==> src/sv/nvs_pkg.sv <==
// shared constants and types for the nearest vector search block
package nvs_pkg;

  // sizes of the datapath
  localparam int MAX_DIMS   = 1024;
  localparam int ELEM_BITS  = 16;
  localparam int INDEX_BITS = 16;
  localparam int DIST_BITS  = 42;
  localparam int DIMS_BITS  = 11;
  localparam int CNT_BITS   = $clog2(MAX_DIMS);
  localparam int DIFF_BITS  = ELEM_BITS + 1;
  localparam int SQ_BITS    = 2 * ELEM_BITS;

  // configuration port
  localparam int APB_ADDR_BITS = 3;
  localparam int APB_DATA_BITS = 32;
  localparam logic REG_VECTOR_DIMS = 1'b0;

  localparam logic [DIMS_BITS-1:0]  DIMS_RESET = DIMS_BITS'(128);
  localparam logic [DIMS_BITS-1:0]  DIMS_LIMIT = DIMS_BITS'(MAX_DIMS);
  localparam logic [DIST_BITS-1:0]  DIST_MAX   = {DIST_BITS{1'b1}};
  localparam logic [INDEX_BITS-1:0] INDEX_MAX  = {INDEX_BITS{1'b1}};

  // stream widths
  localparam int IN_DATA_BITS  = 2 * ELEM_BITS;
  localparam int OUT_RAW_BITS  = INDEX_BITS + DIST_BITS;
  localparam int OUT_DATA_BITS = ((OUT_RAW_BITS + 7) / 8) * 8;

  // squared difference passed to the accumulator
  typedef struct packed {
    logic [SQ_BITS-1:0] sq;
    logic               last;
  } sq_item_t;

  // one search result
  typedef struct packed {
    logic [INDEX_BITS-1:0] index;
    logic [DIST_BITS-1:0]  distance;
  } result_t;

endpackage

==> src/sv/nvs_sq_stage.sv <==
// input register and squared difference register
module nvs_sq_stage (
  input  logic                            clk_i,
  input  logic                            rst_ni,
  input  logic                            valid_i,
  output logic                            ready_o,
  input  logic [nvs_pkg::ELEM_BITS-1:0]   query_elem_i,
  input  logic [nvs_pkg::ELEM_BITS-1:0]   cand_elem_i,
  input  logic                            last_of_list_i,
  output logic                            sq_valid_o,
  output nvs_pkg::sq_item_t               sq_o,
  input  logic                            sq_ready_i
);

  logic                          in_valid_q, in_valid_d;
  logic [nvs_pkg::ELEM_BITS-1:0] query_q, cand_q;
  logic                          last_q;
  logic                          sq_valid_q, sq_valid_d;
  nvs_pkg::sq_item_t             sq_q, sq_d;
  logic                          sq_advance;
  logic                          in_advance;
  logic [nvs_pkg::DIFF_BITS-1:0] diff;
  logic [nvs_pkg::DIFF_BITS-1:0] diff_neg;
  logic [nvs_pkg::ELEM_BITS-1:0] mag;

  // stage handshakes
  assign sq_advance = !sq_valid_q || sq_ready_i;
  assign in_advance = !in_valid_q || sq_advance;
  assign ready_o    = in_advance;

  // signed difference and its magnitude
  always_comb begin
    diff     = {query_q[nvs_pkg::ELEM_BITS-1], query_q}
             - {cand_q[nvs_pkg::ELEM_BITS-1], cand_q};
    diff_neg = ~diff + nvs_pkg::DIFF_BITS'(1);
    mag      = diff[nvs_pkg::DIFF_BITS-1] ? diff_neg[nvs_pkg::ELEM_BITS-1:0]
                                          : diff[nvs_pkg::ELEM_BITS-1:0];
    sq_d.sq   = mag * mag;
    sq_d.last = last_q;
  end

  assign in_valid_d = in_advance ? valid_i : in_valid_q;
  assign sq_valid_d = sq_advance ? in_valid_q : sq_valid_q;

  // valid bits
  always_ff @(posedge clk_i or negedge rst_ni) begin
    if (!rst_ni) begin
      in_valid_q <= 1'b0;
      sq_valid_q <= 1'b0;
    end else begin
      in_valid_q <= in_valid_d;
      sq_valid_q <= sq_valid_d;
    end
  end

  // payload registers
  always_ff @(posedge clk_i) begin
    if (valid_i && in_advance) begin
      query_q <= query_elem_i;
      cand_q  <= cand_elem_i;
      last_q  <= last_of_list_i;
    end
    if (in_valid_q && sq_advance) begin
      sq_q <= sq_d;
    end
  end

  assign sq_valid_o = sq_valid_q;
  assign sq_o       = sq_q;

endmodule

==> src/sv/nvs_accum.sv <==
// distance accumulator, best candidate tracking and result register
module nvs_accum (
  input  logic                            clk_i,
  input  logic                            rst_ni,
  input  logic [nvs_pkg::DIMS_BITS-1:0]   dims_i,
  input  logic                            sq_valid_i,
  input  nvs_pkg::sq_item_t               sq_i,
  output logic                            sq_ready_o,
  output logic                            res_valid_o,
  output nvs_pkg::result_t                res_o,
  input  logic                            res_ready_i
);

  logic [nvs_pkg::DIST_BITS-1:0]  running_q, running_d;
  logic [nvs_pkg::CNT_BITS-1:0]   elem_cnt_q, elem_cnt_d;
  logic [nvs_pkg::INDEX_BITS-1:0] cand_cnt_q, cand_cnt_d;
  logic [nvs_pkg::DIST_BITS-1:0]  closest_q, closest_d;
  logic [nvs_pkg::INDEX_BITS-1:0] closest_idx_q, closest_idx_d;
  logic                           res_valid_q, res_valid_d;
  nvs_pkg::result_t               res_q;
  logic                           take;
  logic [nvs_pkg::DIST_BITS:0]    sum_full;
  logic [nvs_pkg::DIST_BITS-1:0]  sum;
  logic [nvs_pkg::DIMS_BITS-1:0]  cnt_next;
  logic                           cand_done;
  logic [nvs_pkg::DIST_BITS-1:0]  best_sum;
  logic [nvs_pkg::INDEX_BITS-1:0] best_idx;

  // stall only a final item that finds the result register still full
  assign sq_ready_o = !(sq_valid_i && sq_i.last && res_valid_q && !res_ready_i);
  assign take       = sq_valid_i && sq_ready_o;

  // saturating accumulate and candidate close
  always_comb begin
    sum_full  = {1'b0, running_q} + (nvs_pkg::DIST_BITS + 1)'(sq_i.sq);
    sum       = sum_full[nvs_pkg::DIST_BITS] ? nvs_pkg::DIST_MAX
                                             : sum_full[nvs_pkg::DIST_BITS-1:0];
    cnt_next  = {1'b0, elem_cnt_q} + nvs_pkg::DIMS_BITS'(1);
    cand_done = (cnt_next >= dims_i) || sq_i.last;

    // later candidate wins a tie
    if (cand_done && (sum <= closest_q)) begin
      best_sum = sum;
      best_idx = cand_cnt_q;
    end else begin
      best_sum = closest_q;
      best_idx = closest_idx_q;
    end

    running_d     = running_q;
    elem_cnt_d    = elem_cnt_q;
    cand_cnt_d    = cand_cnt_q;
    closest_d     = closest_q;
    closest_idx_d = closest_idx_q;
    if (take) begin
      closest_d     = best_sum;
      closest_idx_d = best_idx;
      if (cand_done) begin
        running_d  = '0;
        elem_cnt_d = '0;
        if (cand_cnt_q != nvs_pkg::INDEX_MAX) begin
          cand_cnt_d = cand_cnt_q + nvs_pkg::INDEX_BITS'(1);
        end
      end else begin
        running_d  = sum;
        elem_cnt_d = cnt_next[nvs_pkg::CNT_BITS-1:0];
      end
      // end of query clears the search
      if (sq_i.last) begin
        cand_cnt_d    = '0;
        closest_d     = nvs_pkg::DIST_MAX;
        closest_idx_d = '0;
      end
    end

    if (take && sq_i.last) begin
      res_valid_d = 1'b1;
    end else if (res_ready_i) begin
      res_valid_d = 1'b0;
    end else begin
      res_valid_d = res_valid_q;
    end
  end

  // search state
  always_ff @(posedge clk_i or negedge rst_ni) begin
    if (!rst_ni) begin
      running_q     <= '0;
      elem_cnt_q    <= '0;
      cand_cnt_q    <= '0;
      closest_q     <= nvs_pkg::DIST_MAX;
      closest_idx_q <= '0;
      res_valid_q   <= 1'b0;
    end else begin
      running_q     <= running_d;
      elem_cnt_q    <= elem_cnt_d;
      cand_cnt_q    <= cand_cnt_d;
      closest_q     <= closest_d;
      closest_idx_q <= closest_idx_d;
      res_valid_q   <= res_valid_d;
    end
  end

  // result payload
  always_ff @(posedge clk_i) begin
    if (take && sq_i.last) begin
      res_q.index    <= best_idx;
      res_q.distance <= best_sum;
    end
  end

  assign res_valid_o = res_valid_q;
  assign res_o       = res_q;

endmodule

==> src/sv/nearest_vector_search.sv <==
// top level: configuration register, square stage and accumulator
// a result leaves after its final element passes the input, square and result registers
// throughput: one element pair per cycle, set by the accumulate loop
// a second final element stalls only while an earlier result is still untaken
// reset: vector_dims returns to 128, sums and counts clear, best distance all ones
// no clearing pass after reset; input is taken in the first cycle
module nearest_vector_search (
  input  logic                                clk_i,
  input  logic                                rst_ni,
  // configuration port
  input  logic                                psel,
  input  logic                                penable,
  input  logic                                pwrite,
  input  logic [nvs_pkg::APB_ADDR_BITS-1:0]   paddr,
  input  logic [nvs_pkg::APB_DATA_BITS-1:0]   pwdata,
  output logic [nvs_pkg::APB_DATA_BITS-1:0]   prdata,
  output logic                                pready,
  // element pair stream
  input  logic                                s_axis_tvalid,
  output logic                                s_axis_tready,
  // [15:0] query_elem, [31:16] cand_elem
  input  logic [nvs_pkg::IN_DATA_BITS-1:0]    s_axis_tdata,
  // last_of_list
  input  logic                                s_axis_tlast,
  // result stream
  output logic                                m_axis_tvalid,
  input  logic                                m_axis_tready,
  // [15:0] best_index, [57:16] best_distance, [63:58] zero
  output logic [nvs_pkg::OUT_DATA_BITS-1:0]   m_axis_tdata
);

  logic [nvs_pkg::DIMS_BITS-1:0] dims_q;
  logic [nvs_pkg::DIMS_BITS-1:0] dims_eff;
  logic                          reg_sel;
  logic                          sq_valid;
  logic                          sq_ready;
  nvs_pkg::sq_item_t             sq_item;
  nvs_pkg::result_t              res;

  // register decode
  assign reg_sel = (paddr[nvs_pkg::APB_ADDR_BITS-1] == nvs_pkg::REG_VECTOR_DIMS);
  assign pready  = 1'b1;
  assign prdata  = reg_sel ? nvs_pkg::APB_DATA_BITS'(dims_q) : '0;

  always_ff @(posedge clk_i or negedge rst_ni) begin
    if (!rst_ni) begin
      dims_q <= nvs_pkg::DIMS_RESET;
    end else if (psel && penable && pwrite && reg_sel) begin
      dims_q <= pwdata[nvs_pkg::DIMS_BITS-1:0];
    end
  end

  // zero means one, above the limit means the limit
  always_comb begin
    if (dims_q == '0) begin
      dims_eff = nvs_pkg::DIMS_BITS'(1);
    end else if (dims_q > nvs_pkg::DIMS_LIMIT) begin
      dims_eff = nvs_pkg::DIMS_LIMIT;
    end else begin
      dims_eff = dims_q;
    end
  end

  nvs_sq_stage u_sq_stage (
    .clk_i          (clk_i),
    .rst_ni         (rst_ni),
    .valid_i        (s_axis_tvalid),
    .ready_o        (s_axis_tready),
    .query_elem_i   (s_axis_tdata[nvs_pkg::ELEM_BITS-1:0]),
    .cand_elem_i    (s_axis_tdata[2*nvs_pkg::ELEM_BITS-1:nvs_pkg::ELEM_BITS]),
    .last_of_list_i (s_axis_tlast),
    .sq_valid_o     (sq_valid),
    .sq_o           (sq_item),
    .sq_ready_i     (sq_ready)
  );

  nvs_accum u_accum (
    .clk_i       (clk_i),
    .rst_ni      (rst_ni),
    .dims_i      (dims_eff),
    .sq_valid_i  (sq_valid),
    .sq_i        (sq_item),
    .sq_ready_o  (sq_ready),
    .res_valid_o (m_axis_tvalid),
    .res_o       (res),
    .res_ready_i (m_axis_tready)
  );

  // pack result, index in the low bits
  assign m_axis_tdata = nvs_pkg::OUT_DATA_BITS'({res.distance, res.index});

endmodule

==> config.mk <==
export PLATFORM = sky130hd
export DESIGN_NAME = nearest_vector_search
export DESIGN_NICKNAME = d
export VERILOG_FILES = /design/src/sv/nvs_pkg.sv /design/src/sv/nvs_sq_stage.sv /design/src/sv/nvs_accum.sv /design/src/sv/nearest_vector_search.sv
export SDC_FILE = /design/constraint.sdc
export NUM_CORES = 1
export LEC_CHECK = 0
export BUFFER_PORTS_ARGS = -buffer_cell sky130_fd_sc_hd__buf_2
export CORE_MARGIN = 2
export CORE_UTILIZATION = 45
export CTS_BUF_LIST = sky130_fd_sc_hd__clkbuf_16
export DETAILED_ROUTE_END_ITERATION = 10
export SLEW_MARGIN = 20
export SYNTH_ARGS = -nofsm -noshare
export SYNTH_HDL_FRONTEND = slang
export SYNTH_SLANG_ARGS = --single-unit
==> constraint.sdc <==
create_clock -name clk_i -period 10.8 [get_ports clk_i]
set_clock_uncertainty 0.2 [all_clocks]
set_input_delay 1.62 -clock clk_i [delete_from_list [all_inputs] [get_ports clk_i]]
set_output_delay 1.62 -clock clk_i [all_outputs]
set_load 0.02 [all_outputs]
==> impl_results.md <==
* Ports at 174
* Worst hold start: u_sq_stage.last_q$_DFFE_PP_
* Worst Setup Path Type: flop to flop
* Crit path max fanout at 9
* Final worst path period share at a little over 90%
* Die ar. at 51600 um^2
* Die W at 227 um
* Pre-antenna DRT Iters at 5
* First-pass GRT wire length at roughly 82000 um
* Layout area overhead at 10.4%
* Most common cell after layout, fill and taps aside: inv_1
* Final global-route overflow total at 0
* Share of Yosys cell area claimed by the top area cell type at 16.5%
* RSZ-0062 raised after global routing: false
* CTS tree: yes
* Slew Viols, Final at 0
* Ratio of cells with drive above 1 in the final layout at between 10% and 20%
* Hold Path Cell Cnt at 0
* Clock Latency Late Sink at ~0.6 ns
* Max-Cap Viols at 0
* Sequential cell area fraction in the yosys report at 32.4%
* Largest net degree at the start of global routing at 77
* Routed Antenna Nets at 0
* Ys flop type: edfxtp_1
* R2R Setup Slk at 0.71 ns
* Worst hold endpoint: u_sq_stage.sq_o[0]$_DFFE_PP_
* Placed cell areas at 23600 um^2
* H-tree Lvls at 1
* Routed via count at 16252
* Max Fclk at 0.0991 GHz
* Vias in the first global route at 16487
* R2r worst-path depth at 34
* Initial Util at 45.7%
* Gr usage total at 19.6%
* Post-synth EDFFs at between 100 and 150
* Post-CTS Setup Bufs at 0
* Largest stage delay, worst path at 0.61 ns
* Yosys warnings at 0
* Root Buffer: clkbuf_16
* Post-detail-place hpwl at 38200 um
* Final setup violation count at 0
* Crit-path most repeated cell: fa_1
* CTS Buffer Depth at 3
* Crit path capture type: flop
* Final design area excluding fillers at between 20000 and 25000 um^2
* Final net count at 2883
* # hold bufs at CTS at 0
* Synth Cell Area at 22400 um^2
* Core Rows at between 80 and 90
* Most frequent cells in the layout: inv_1, nand2_1, ha_1
* Worst r2r dst: u_sq_stage.sq_o[32]$_DFFE_PP_
* # resized after CTS at 0
* Placer Congestion at 0.880
* Setup slack at placement at between 0.7 and 0.8 ns
* Worst-Margin Slew at 1.03 ns
* Initial antenna violation count at 0
* Status: completed
* Type of origin of the critical path: flop
* Critical Path RT at about 11 ns
* Core Region at 49100 um^2
* Crit path DAT at 10.23 ns
* Slowest cell on crit path: xor2_1
* Final worst slack at slightly above 0.7 ns
* Post-synthesis cell type count at just over 90
* WL/cell at 15.9 um
* Post-synth ARST share at 53.2%
* DRC at 0
* Vias per cell at 5.19
* Fin crit period at 10.09 ns
* Relative slew slack at 30.8%
* Mapped Cells at 2341
* Antenna Cells at 0
* Final Hold Viols at 0
* CTS buffer count at 31
* DRT iter0 DRCs at 1004
* Syn_area_per_cell at about 9.6 um^2
* HP Class: flop to flop
* Yosys top cell by area: edfxtp_1
* Largest cells by area after synthesis: edfxtp_1, fa_1, ha_1, dfrtp_1, inv_1
* CTS sink count at between 200 and 300
* Clk pin slew, worst setup/hold paths at 0.06 ns
* FF-to-FF Start: u_sq_stage.cand_q[0]$_DFFE_PP_
* Final setup TNS at 0 ns
* DRT Wirelength at between 40000 and 50000 um
* Seq cells post-synth at approximately 260
* Die Ht at about 230 um
* Port Buffer Count at 122
==> area by class of cell <==
type,count,area [um^2]
tap,664,831
multi-input combinational,1618,13300
fill,4568,24300
timing repair buffer,150,827
clock buffer,33,826
inverter,379,1420
sequential,263,7250
clock inverter,25,272
==> registers in the layout, summed over array words and instances (netlist names), 11 cells and up <==
name                   flops
dims_q                    11
u_accum.cand_cnt_q        16
u_accum.closest_idx_q     16
u_accum.closest_q         42
u_accum.res_o             58
u_accum.running_q         42
u_sq_stage.cand_q         16
u_sq_stage.query_q        16
u_sq_stage.sq_o           32
==> logic make-up (layout without fill, tap and decap cells) <==
| family | count (synthesis) | count (layout) | share of synthesized area, % |
|---|---|---|---|
| AO/OA/AOI/OAI | 497 | 497 | 14.5 |
| XOR/XNOR | 101 | 101 | 4.38 |
| adder cells (fa/ha/maj) | 365 | 365 | 25.9 |
| buffers and inverters | 486 | 587 | 8.81 |
| flip-flops | 263 | 263 | 32.4 |
| multiplexers | 19 | 19 | 0.938 |
| other | 2 | 28 | 0.0335 |
| AND/OR/NAND/NOR | 608 | 608 | 13.1 |
==> Yosys cell counts, drive strengths merged (18+ instances only) <==
cell    number
dfstp       43
buf         54
clkbuf      53
nor3        27
a21o        61
ha         200
inv        378
fa         165
nand3       43
xor2        30
a21oi       95
o31ai       22
o21ai      152
or3         18
edfxtp     123
a31oi       32
nand2b      31
nor2       144
and2        47
nor2b       20
xnor2       70
dfrtp       97
nand2      203
a22oi       33
nand4       24
==> per-layer routing <==
| layer | share of wire [%] | wire length [um] | track usage (%) | vias to the layer above |
|---|---|---|---|---|
| li1 | - | - | - | 8011 |
| met1 | 45 | 22500 | 25.8 | 7833 |
| met2 | 49 | 24300 | 34.2 | 325 |
| met3 | 3.3 | 1630 | 2.07 | 83 |
| met4 | 2.7 | 1360 | 5.67 | 0 |
| met5 | 0 | 0 | 0 | - |
==> through the flow <==
step	util (%)	hold WS, ns	cells
final	50.4	0.252	3132
after global routing	50.4	0.263	3132
after CTS	50.4	0.266	3132
after detailed placement	48.2	0.255	3074
after global placement	48.2	0.233	3074
after floorplan	-	0.200	2367
==> how the worst max path moves through the flow <==
stage / start / endpoint / slack [ns]
floorplan: u_sq_stage.cand_q[0]$_DFFE_PP_ / u_sq_stage.sq_o[32]$_DFFE_PP_ / 1.86
global placement: u_sq_stage.cand_q[0]$_DFFE_PP_ / u_sq_stage.sq_o[32]$_DFFE_PP_ / 0.87
detailed placement: u_sq_stage.cand_q[0]$_DFFE_PP_ / u_sq_stage.sq_o[32]$_DFFE_PP_ / 0.73
CTS: u_sq_stage.cand_q[0]$_DFFE_PP_ / u_sq_stage.sq_o[32]$_DFFE_PP_ / 0.68
global route: u_sq_stage.cand_q[0]$_DFFE_PP_ / u_sq_stage.sq_o[32]$_DFFE_PP_ / 0.18
finish: u_sq_stage.cand_q[0]$_DFFE_PP_ / u_sq_stage.sq_o[32]$_DFFE_PP_ / 0.71
==> critical path, delay by kind of cell, from the launching register on <==
kind / cells / cell delay (ns)
AOI/OAI and AO/OA: 12 / 2.51
xor gates and xnor gates: 2 / 0.89
adders and majority gates: 9 / 3.98
buffers and inverters: 6 / 0.51
DFF: 1 / 0.37
and+or+nand+nor: 5 / 1.36
Power is left out: the tool's default activity adds up to more than one toggle a clock period on the data nets, which glitch-free logic cannot reach.
